File: src/hdl/drnm_pkg.sv
// ----------------------------------------------------------------------------
// drnm_pkg
// Types and fixed-point constants for the delta-R nearest-match block.
// ----------------------------------------------------------------------------
`default_nettype none

package drnm_pkg;

  // Item codes on the kind field
  typedef enum logic [1:0] {
    KIND_BEGIN = 2'd0,
    KIND_CAND  = 2'd1,
    KIND_END   = 2'd2
  } kind_t;

  // Sequencer states
  typedef enum logic [2:0] {
    S_IDLE,
    S_WRAP,
    S_SQ_ETA,
    S_SQ_PHI,
    S_CMP,
    S_ROOT,
    S_EMIT
  } state_t;

  localparam int IN_W    = 16;  // coordinate port width
  localparam int COORD_W = 17;  // internal coordinate, holds sign or unsigned 16-bit
  localparam int DIFF_W  = 18;  // difference of two coordinates
  localparam int MAG_W   = 17;  // magnitude of a difference
  localparam int PROD_W  = 2 * MAG_W;
  localparam int SQ_W    = 36;  // squared distance, Q.24
  localparam int ROOT_W  = 18;  // floor(sqrt) of a SQ_W value
  localparam int DIST_W  = 17;
  localparam int INDEX_W = 7;

  // pi and 2*pi in Q3.12
  localparam logic signed [DIFF_W-1:0] PI_Q     = 18'sd12868;
  localparam logic signed [DIFF_W-1:0] NEG_PI_Q = -18'sd12868;
  localparam logic signed [DIFF_W-1:0] TWO_PI_Q = 18'sd25736;

  localparam logic [DIST_W-1:0]  DIST_SAT    = '1;
  localparam logic [INDEX_W-1:0] INDEX_NONE  = '1;  // -1
  localparam logic [SQ_W-1:0]    SQUARE_ONES = '1;

endpackage

`default_nettype wire

File: src/hdl/delta_r_nearest_match.sv
// ----------------------------------------------------------------------------
// delta_r_nearest_match
// Nearest candidate to a reference object in eta-phi space.
// ----------------------------------------------------------------------------
// A begin item (kind 0) loads the reference eta/phi and opens a new candidate
// set. Each candidate item (kind 1) forms deta = ref_eta - eta and
// dphi = ref_phi - phi, wraps dphi into [-pi, pi] one 2*pi step per cycle,
// squares both on one shared 17x17 multiplier and keeps the smallest sum and
// its position; ties keep the earlier candidate. Candidates past
// MAX_CANDIDATES are dropped and set the overflowed flag. An end item (kind 2)
// returns one result item: nearest_index, best_distance = floor(sqrt(sum)) in
// unsigned Q5.12 and found; an empty set gives index -1, distance 131071 and
// found 0. The end item then clears the set but keeps the reference. Kind 3
// is ignored. Coordinates are Q3.12.
// Sequence: a begin item is handled in the idle state alone. A candidate
// passes accept, the wrap check (repeated for each 2*pi correction of dphi),
// two squarings on the shared multiplier and the compare. An end item runs an
// 18-iteration digit-by-digit square root for a non-empty set, skips it for an
// empty one, and then waits for the output register to drain. The block takes
// one item at a time (in_ready is high only while idle); candidates may still
// be taken while a result waits on the output.
// ----------------------------------------------------------------------------
`default_nettype none

module delta_r_nearest_match
  import drnm_pkg::*;
#(
  parameter int MAX_CANDIDATES = 64,
  parameter int COORD_WIDTH    = 16
) (
  input  wire logic                clk,
  input  wire logic                rst,
  input  wire logic                in_valid,
  output logic                     in_ready,
  input  wire logic [1:0]          kind,
  input  wire logic signed [15:0]  eta,
  input  wire logic signed [15:0]  phi,
  output logic                     out_valid,
  input  wire logic                out_ready,
  output logic signed [INDEX_W-1:0] nearest_index,
  output logic [DIST_W-1:0]        best_distance,
  output logic                     found,
  output logic                     overflowed
);

  localparam int CNT_W    = $clog2(MAX_CANDIDATES + 1);
  localparam int SIGN_POS = (COORD_WIDTH > IN_W) ? IN_W - 1 : COORD_WIDTH - 1;
  localparam bit USE_SIGN = (COORD_WIDTH <= IN_W);

  // Low COORD_WIDTH bits, sign extended; wider settings read the port unsigned
  function automatic logic signed [COORD_W-1:0] coord_ext(input logic [IN_W-1:0] raw);
    logic [COORD_W-1:0] ext;
    for (int i = 0; i < IN_W; i++) begin
      ext[i] = (i <= SIGN_POS) ? raw[i] : (USE_SIGN ? raw[SIGN_POS] : 1'b0);
    end
    ext[COORD_W-1] = USE_SIGN ? raw[SIGN_POS] : 1'b0;
    return signed'(ext);
  endfunction

  function automatic logic [MAG_W-1:0] mag(input logic signed [DIFF_W-1:0] v);
    logic signed [DIFF_W-1:0] a;
    a = v[DIFF_W-1] ? -v : v;
    return a[MAG_W-1:0];
  endfunction

  state_t state, state_next;

  logic signed [COORD_W-1:0] ref_eta, ref_phi;
  logic [SQ_W-1:0]           best_square;
  logic [CNT_W-1:0]          best_slot;
  logic [CNT_W-1:0]          seen_count;
  logic                      overflow_flag;

  logic signed [DIFF_W-1:0]  deta, dphi;
  logic [PROD_W-1:0]         prod;
  logic [SQ_W-1:0]           sum;
  logic [SQ_W-1:0]           rem, root, bitv;

  // Combinational helpers
  logic                      in_fire, set_full, set_empty, load_out;
  logic                      wrap_hi, wrap_lo;
  logic [MAG_W-1:0]          mul_a;
  logic [PROD_W-1:0]         mul_p;
  logic [SQ_W-1:0]           sq_total;
  logic [SQ_W-1:0]           trial;
  logic                      take;
  logic signed [COORD_W-1:0] eta_c, phi_c;
  logic [31:0]               slot_wide;
  logic [DIST_W-1:0]         dist_val;

  assign eta_c     = coord_ext(eta);
  assign phi_c     = coord_ext(phi);
  assign in_fire   = in_valid && in_ready;
  assign set_full  = (seen_count == CNT_W'(MAX_CANDIDATES));
  assign set_empty = (seen_count == '0);
  assign wrap_hi   = (dphi > PI_Q);
  assign wrap_lo   = (dphi < NEG_PI_Q);

  // Shared multiplier: deta magnitude first, then dphi
  assign mul_a     = (state == S_SQ_ETA) ? mag(deta) : mag(dphi);
  assign mul_p     = PROD_W'(mul_a) * PROD_W'(mul_a);
  assign sq_total  = sum + SQ_W'(prod);

  // Square root step
  assign trial     = root + bitv;
  assign take      = (rem >= trial);

  assign slot_wide = 32'(best_slot);
  assign dist_val  = root[ROOT_W-1] ? DIST_SAT : root[DIST_W-1:0];

  // Outputs of the sequencer
  always_comb begin
    in_ready = 1'b0;
    load_out = 1'b0;
    unique case (state)
      S_IDLE: in_ready = 1'b1;
      S_EMIT: load_out = !out_valid || out_ready;
      default: begin
      end
    endcase
  end

  // Next state
  always_comb begin
    state_next = state;
    unique case (state)
      S_IDLE: begin
        if (in_fire) begin
          unique case (kind_t'(kind))
            KIND_CAND: state_next = set_full ? S_IDLE : S_WRAP;
            KIND_END:  state_next = set_empty ? S_EMIT : S_ROOT;
            default:   state_next = S_IDLE;
          endcase
        end
      end
      S_WRAP:   if (!wrap_hi && !wrap_lo) state_next = S_SQ_ETA;
      S_SQ_ETA: state_next = S_SQ_PHI;
      S_SQ_PHI: state_next = S_CMP;
      S_CMP:    state_next = S_IDLE;
      S_ROOT:   if (bitv[0]) state_next = S_EMIT;
      S_EMIT:   if (load_out) state_next = S_IDLE;
      default:  state_next = S_IDLE;
    endcase
  end

  // Control state and set bookkeeping
  always_ff @(posedge clk) begin
    if (rst) begin
      state         <= S_IDLE;
      out_valid     <= 1'b0;
      ref_eta       <= '0;
      ref_phi       <= '0;
      best_square   <= SQUARE_ONES;
      best_slot     <= '0;
      seen_count    <= '0;
      overflow_flag <= 1'b0;
    end else begin
      state <= state_next;
      if (load_out) out_valid <= 1'b1;
      else if (out_valid && out_ready) out_valid <= 1'b0;

      if (in_fire && kind_t'(kind) == KIND_BEGIN) begin
        ref_eta       <= eta_c;
        ref_phi       <= phi_c;
        best_square   <= SQUARE_ONES;
        seen_count    <= '0;
        overflow_flag <= 1'b0;
      end
      if (in_fire && kind_t'(kind) == KIND_CAND && set_full) overflow_flag <= 1'b1;

      if (state == S_CMP) begin
        if (sq_total < best_square) begin
          best_square <= sq_total;
          best_slot   <= seen_count;
        end
        seen_count <= seen_count + CNT_W'(1);
      end

      // End of set: clear bookkeeping once the result is latched
      if (load_out) begin
        best_square   <= SQUARE_ONES;
        seen_count    <= '0;
        overflow_flag <= 1'b0;
      end
    end
  end

  // Datapath: differences, squares, square root, result register
  always_ff @(posedge clk) begin
    if (in_fire) begin
      deta <= DIFF_W'(ref_eta) - DIFF_W'(eta_c);
      dphi <= DIFF_W'(ref_phi) - DIFF_W'(phi_c);
      rem  <= best_square;
      root <= '0;
      bitv <= SQ_W'(1) << (SQ_W - 2);
    end

    if (state == S_WRAP) begin
      if (wrap_hi)      dphi <= dphi - TWO_PI_Q;
      else if (wrap_lo) dphi <= dphi + TWO_PI_Q;
    end

    if (state == S_SQ_ETA) prod <= mul_p;
    if (state == S_SQ_PHI) begin
      sum  <= SQ_W'(prod);
      prod <= mul_p;
    end

    if (state == S_ROOT) begin
      if (take) begin
        rem  <= rem - trial;
        root <= (root >> 1) + bitv;
      end else begin
        root <= root >> 1;
      end
      bitv <= bitv >> 2;
    end

    if (load_out) begin
      overflowed <= overflow_flag;
      if (set_empty) begin
        nearest_index <= INDEX_NONE;
        best_distance <= DIST_SAT;
        found         <= 1'b0;
      end else begin
        nearest_index <= slot_wide[INDEX_W-1:0];
        best_distance <= dist_val;
        found         <= 1'b1;
      end
    end
  end

endmodule

`default_nettype wire
File: config.mk
export PLATFORM = sky130hd
export DESIGN_NAME = delta_r_nearest_match
export DESIGN_NICKNAME = d
export VERILOG_FILES = /design/src/hdl/drnm_pkg.sv /design/src/hdl/delta_r_nearest_match.sv
export SDC_FILE = /design/constraint.sdc
export NUM_CORES = 1
export LEC_CHECK = 0
export BUFFER_PORTS_ARGS = -buffer_cell sky130_fd_sc_hd__buf_2
export CORE_MARGIN = 2
export CORE_UTILIZATION = 52
export CTS_CLUSTER_DIAMETER = 60
export DETAILED_ROUTE_END_ITERATION = 6
export PLACE_DENSITY = 0.65
export SYNTH_ARGS = -nofsm -noshare
export SYNTH_HDL_FRONTEND = slang
export SYNTH_SLANG_ARGS = --single-unit
File: constraint.sdc
create_clock -name clk -period 10.9 [get_ports clk]
set_input_delay 2.18 -clock clk [delete_from_list [all_inputs] [get_ports clk]]
set_output_delay 2.18 -clock clk [all_outputs]
set_load 0.01 [all_outputs]
==> metrics.md, run 1 <==
| Metric | Value |
|---|---|
| Vias per Instance | between 5 and 6 |
| Slew @ Worst Pin | approximately 1.3 ns |
| Worst-path fanout max | 10 |
| Post-route cell area | a little over 30000 um2 |
| Number of global-route vias before repair | 22600 |
| Initial core utilization | between 50% and 60% |
| Fmax | around 0.11 GHz |
| Worst R2R Setup Slack | between 1 and 1.5 ns |
| Fin Setup TNS | 0 ns |
| Worst Hold Class | reg2reg |
| Routed vias | about 23000 |
| Max-slew headroom | around 12% |
| Final Hold Fails | 0 |
| Final core utilization | between 50 and 60% |
| Req. time, crit path | between 10 and 15 ns |
| Fin crit share | 87.1% |
| Rows | between 80 and 90 |
| Grt total ovfl | 0 |
| Drc violations | 0 |
| Post-DP Area | between 20000 and 30000 um2 |
| Slowest-stage cell, CP | mux2i_2 |
| Final wirelength | 66500 um |
| Worst R2R End | prod[32]$_DFFE_PP_ |
| Worst-Skew Late Latency | around 0.57 ns |
| End of the worst hold path | sum[4]$_DFFE_PP_ |
| Synth warn | 0 |
| IO Count | 66 |
| Mapped Cells | 3227 |
| Crit path capture type | flip-flop |
| Post-CTS Resized | 0 |
| Hold-fix buffers at CTS | 0 |
| Die X | roughly 240 um |
| Distinct cell type count after synthesis | 84 |
| # clock sinks | between 300 and 400 |
| # diodes | 0 |
| First-pass GRT wire length | approximately 110000 um |
| Synth Flop Type | edfxtp_1 |
| Largest net degree at the start of global routing | between 70 and 80 |
| H-tree Lvls | 2 |
| Ys async rst share | 0% |
| Status | finished clean |
| Max Clock Skew | approximately 0.032 ns |
| Post-Syn Area | 28200 um2 |
| CTS Root Cell | clkbuf_16 |
| FILL cells | ~4700 |
| Seq cells post-synth | 304 |
| Final setup viols | 0 |
| Initial DRC Count | around 1500 |
| Post-route ant nets | 0 |
| Syn Area/Cell | 8.73 um2 |
| Reg2reg start | dphi[3]$_DFF_P_ |
| CTS Buf Count | 39 |
| First element of the critical path | dphi[3]$_DFF_P_ |
| Top post-synthesis cells by area | edfxtp_1, fa_1, ha_1 |
| Dominant cell by count in the synthesized netlist | inv_1 |
| Post-CTS Setup Bufs | 0 |
| Number of synthesized flops with an enable pin | 165 |
| # nets final | between 3000 and 4000 |
| Total routing usage reported by global routing | 23.7% |
| Hold_sp | prod[4]$_DFFE_PP_ |
| Dpl cells | just under 4000 |
| Initial antenna violation count | 0 |
| CP Class | reg2reg |
| Share of layout cells above drive strength 1 | approximately 6.4% |
| Max-cap viol count | 0 |
| Critical path's most frequent cell | fa_1 |
| Syn_nets | around 3800 |
| Commonest cells post-synth | inv_1, nand2_1, nor2_1 |
| Max Slew Vio Count | 0 |
| Reg2reg path depth | 29 |
| Area grow syn2layout | 7.90% |
| Sequential share of the synthesized area | approximately 27% |
| CP peak stage delay | roughly 0.60 ns |
| Post-synth top area share | ~18% |
| Crit path launch type | flip-flop |
| CTS clock-pin slew for the worst setup and hold paths | around 0.06 ns |
| Die H | 237 um |
| Die footprint | 56100 um2 |
| Hold path depth | 0 |
| DRT Pass-1 Iters | 6 |
| RD Place Congestion | roughly 0.91 |
| Arr. time, crit path | ~9.8 ns |
| Final Non-Filler Cells | ~4000 |
| Leading area contributor after synthesis | edfxtp_1 |
| RSZ-0062 raised after global routing | no |
| Wire per inst | 16.8 um |
| CTS tree | yes |
| Post-DP HPWL | just over 50000 um |
| Core Area | 53700 um2 |
| Buffers on Ports | 65 |
| Max Buffers Root-to-Sink | 3 |
| Minimum clock period | around 9.5 ns |
-- cell type report --
| type | count | area, um2 | share of cell area [%] |
|---|---|---|---|
| clock buffer | 49 | 1040 | 3.43 |
| clock inverter | 23 | 235 | 0.774 |
| inverter | 412 | 1550 | 5.09 |
| multi-input combinational | 2393 | 18400 | 60.6 |
| sequential | 304 | 7740 | 25.4 |
| tap | 696 | 871 | 2.86 |
| timing repair buffer | 93 | 536 | 1.76 |
-- sequential cells by signal, indices dropped and copies added (netlist names), 3 cells and up --
name and cells:
best_distance 17, best_slot 7, best_square 36, bitv 18, deta 17, dphi 18
nearest_index 7, prod 33, ref_eta 16, ref_phi 16, rem 36, root 36
seen_count 7, state 3, sum 33
-- metrics by stage --
step                      hold slack (ns)  setup WS (ns)
after floorplan                     0.409           2.41
after CTS                           0.439           1.44
final                               0.438           1.40
after global placement              0.442           1.59
after global routing                0.453          0.941
after detailed placement            0.443           1.48
-- how the worst max path moves through the flow --
stage	endpoint	slack, ns	depth (start not counted)
final	prod[32]$_DFFE_PP_	1.40	29
after global placement	prod[32]$_DFFE_PP_	1.59	29
after floorplan	prod[32]$_DFFE_PP_	2.41	30
after CTS	prod[32]$_DFFE_PP_	1.44	29
after detailed placement	prod[32]$_DFFE_PP_	1.48	29
after global routing	prod[32]$_DFFE_PP_	0.94	29
-- worst max-delay path, delay by kind of cell, from the launching register on --
kind | cells | cell delay (ns)
AO/OA/AOI/OAI | 6 | 1.29
XOR/XNOR | 2 | 0.18
adder cells (fa/ha/maj) | 7 | 3.33
buffers and inverters | 3 | 0.64
flip-flops | 1 | 0.41
multiplexers | 1 | 0.60
AND/OR/NAND/NOR | 10 | 2.80
-- per-layer routing --
| layer | global-route usage (%) | wire, um | up-vias |
|---|---|---|---|
| li1 | - | - | 11000 |
| met1 | 29.8 | 29100 | 10800 |
| met2 | 42.2 | 32400 | 547 |
| met3 | 2.87 | 2940 | 127 |
| met4 | 8.32 | 2090 | 0 |
| met5 | 0 | 0 | - |
-- placed cells by master (no fill, tap or decap), types with 8 or more instances in the layout --
master     netlist  final
o31ai_1         10      9
or3_1           31     31
buf_2            1     65
xnor2_1        123    123
a2111oi_0        8      8
a211oi_1        38     38
and2_1          11     11
nand2b_1        25     25
edfxtp_1       165    165
fa_1           196    196
nand3_1         39     39
dfxtp_1        139    139
o211ai_1        10     10
nand2_1        366    363
a31oi_1         63     63
inv_1          398    398
xor2_1          96     96
nor3_1          66     66
nor2_1         291    289
nor2b_1         36     35
a31o_2          12     12
ha_1           290    290
a21o_1          57     57
o21ai_0        158    158
clkinv_1         7     11
o22ai_1         11     10
buf_4            1     28
o21bai_1        27     27
nand4_1         23     23
a21oi_1        212    212
and3_1          43     42
clkbuf_16        0     39
o21a_1          19     19
-- cell families (layout without fill, tap and decap cells) --
| kind of cell | Yosys count | after routing | share of synthesized area [%] |
|---|---|---|---|
| multiplexers | 11 | 11 | 0.431 |
| flip-flops | 304 | 304 | 27.5 |
| buffers and inverters | 530 | 577 | 7.27 |
| AO/OA/AOI/OAI | 711 | 711 | 15.9 |
| adder cells (fa/ha/maj) | 486 | 486 | 26.8 |
| XOR/XNOR | 219 | 219 | 6.81 |
| AND/OR/NAND/NOR | 966 | 966 | 15.4 |
Power of run 1 is not shown: default switching activity piles up to over one toggle a cycle in this logic, so the estimate is an artifact.
==> run 2: changes to the inputs <==
BUFFER_PORTS_ARGS = not set   (was -buffer_cell sky130_fd_sc_hd__buf_2)
DONT_BUFFER_PORTS = 1   (was not set)
PLACE_DENSITY = 0.64   (was 0.65)
==> run 2 against run 1 <==
Utilization shrank 0.60 points. Clock skew grew 0.0061 ns. Flip-flop and latch count is the same. Non-clock buffer count shrank 66. Critical path type unchanged. Critical endpoint unchanged.
==> metrics.md, run 2 (synthesis gave the netlist of run 1 again) <==
| Metric | Value |
|---|---|
| Initial antenna violation count | 0 |
| Max Buffers Root-to-Sink | 3 |
| CTS Root Cell | clkbuf_16 |
| First element of the critical path | dphi[3]$_DFF_P_ |
| Fmax | 0.104 GHz |
| CP top delay family | adder cells |
| RSZ-0062 raised after global routing | no |
| Max-slew headroom | a little over an eighth |
| Routed vias | ~22000 |
| Crit path capture type | flip-flop |
| CP peak stage delay | around 0.69 ns |
| IO Count | 66 |
| Fin Setup TNS | 0 ns |
| Crit path launch type | flip-flop |
| Hold-fix buffers at CTS | 0 |
| Max-cap viol count | 0 |
| Grt total ovfl | 0 |
| Post-route ant nets | 0 |
| Core Area | roughly 54000 um2 |
| Max Clock Skew | approximately 0.038 ns |
| Share of layout cells above drive strength 1 | 4.53% |
| End of the worst hold path | sum[5]$_DFFE_PP_ |
| CTS clock-pin slew for the worst setup and hold paths | roughly 0.06 ns |
| CTS tree | yes |
| CP Class | reg2reg |
| Hold path depth | 0 |
| Final setup viols | 0 |
| Buffers on Ports | 0 |
| Commonest non-fill, non-tap cell in the layout | inv_1 |
| Die X | approximately 240 um |
| Area grow syn2layout | 6.76% |
| Initial DRC Count | approximately 1300 |
| Worst Hold Class | reg2reg |
| Slew @ Worst Pin | 1.29 ns |
| Slowest-stage cell, CP | mux2i_2 |
| Hold Slack | approximately 0.45 ns |
| # diodes | 0 |
| Reg2reg path depth | 29 |
| # clock sinks | slightly above 300 |
| Critical path's most frequent cell | fa_1 |
| H-tree Lvls | 2 |
| Number of global-route vias before repair | between 20000 and 25000 |
| Rows | 85 |
| Worst R2R Setup Slack | 1.26 ns |
| Final Hold Fails | 0 |
| Reg2reg start | dphi[3]$_DFF_P_ |
| Largest net degree at the start of global routing | between 70 and 80 |
| RD Place Congestion | 0.928 |
| Biggest registers after layout | best_square (36), rem (36), root (36) |
| # nets final | 3700 |
| Max Slew Vio Count | 0 |
| Total routing usage reported by global routing | approximately a quarter |
| Post-CTS Resized | 0 |
| DRT Pass-1 Iters | 5 |
| Req. time, crit path | between 10 and 15 ns |
| Commonest non-fill, non-tap cells in the layout | inv_1, nand2_1, ha_1, nor2_1, a21oi_1 |
| Final wirelength | 66100 um |
| Wire per inst | 16.9 um |
| Initial core utilization | a little over half |
| CTS Buf Count | 38 |
| Fin crit share | between 80% and 90% |
| Worst R2R End | prod[32]$_DFFE_PP_ |
| Worst-path fanout max | 10 |
| Post-DP HPWL | about 51000 um |
| Post-CTS Setup Bufs | 0 |
| Arr. time, crit path | roughly 10 ns |
| First-pass GRT wire length | between 100000 and 150000 um |
| Hold_sp | prod[5]$_DFFE_PP_ |
| Minimum clock period | between 9 and 10 ns |
| CP bufs+invs | 3 |
| Status | finished clean |
| Vias per Instance | approximately 5.7 |
| Drc violations | 0 |
| Die H | between 200 and 250 um |
| Die footprint | 56100 um2 |
| Worst-Skew Late Latency | approximately 0.55 ns |
-- run 2: worst register-to-register path, delay by kind of cell (launching register included) --
kind | cells | cell delay [ns]
flip-flops | 1 | 0.41
AND/OR/NAND/NOR | 10 | 2.83
AO/OA/AOI/OAI | 6 | 1.34
multiplexers | 1 | 0.69
adder cells (fa/ha/maj) | 7 | 3.32
XOR/XNOR | 2 | 0.17
buffers and inverters | 3 | 0.65
-- run 2: metal layers --
layer	vias up	track usage, %	part of all wire [%]
met3	114	2.51	3.7
met1	10600	29.7	44
met2	467	42.5	49
met4	0	7.58	2.8
li1	10900	-	-
met5	-	0	0
-- run 2: how the worst max path moves through the flow --
stage | endpoint | depth (start not counted) | slack [ns]
finish | prod[32]$_DFFE_PP_ | 29 | 1.26
global placement | prod[32]$_DFFE_PP_ | 29 | 1.58
CTS | prod[32]$_DFFE_PP_ | 29 | 1.38
global route | prod[32]$_DFFE_PP_ | 29 | 0.77
floorplan | prod[32]$_DFFE_PP_ | 30 | 2.41
detailed placement | prod[32]$_DFFE_PP_ | 29 | 1.44
-- run 2: area by class of cell --
| cell class | instances | area, um2 |
|---|---|---|
| multi-input combinational | 2393 | 18400 |
| tap | 696 | 871 |
| fill | 4724 | 23600 |
| timing repair buffer | 27 | 203 |
| clock buffer | 40 | 980 |
| sequential | 304 | 7740 |
| clock inverter | 28 | 305 |
| inverter | 412 | 1550 |
-- run 2: stage by stage --
stage / cells / worst slack [ns] / cell area (um2) / util [%]
global placement: 3832 / 1.58 / 28800 / 53.6
floorplan: 3227 / 2.41 / 28200 / -
finish: 3900 / 1.26 / 30100 / 56.0
detailed placement: 3832 / 1.44 / 28800 / 53.6
CTS: 3900 / 1.38 / 30100 / 56.0
global route: 3900 / 0.773 / 30100 / 56.0
Power of run 2 is left out for the same reason.
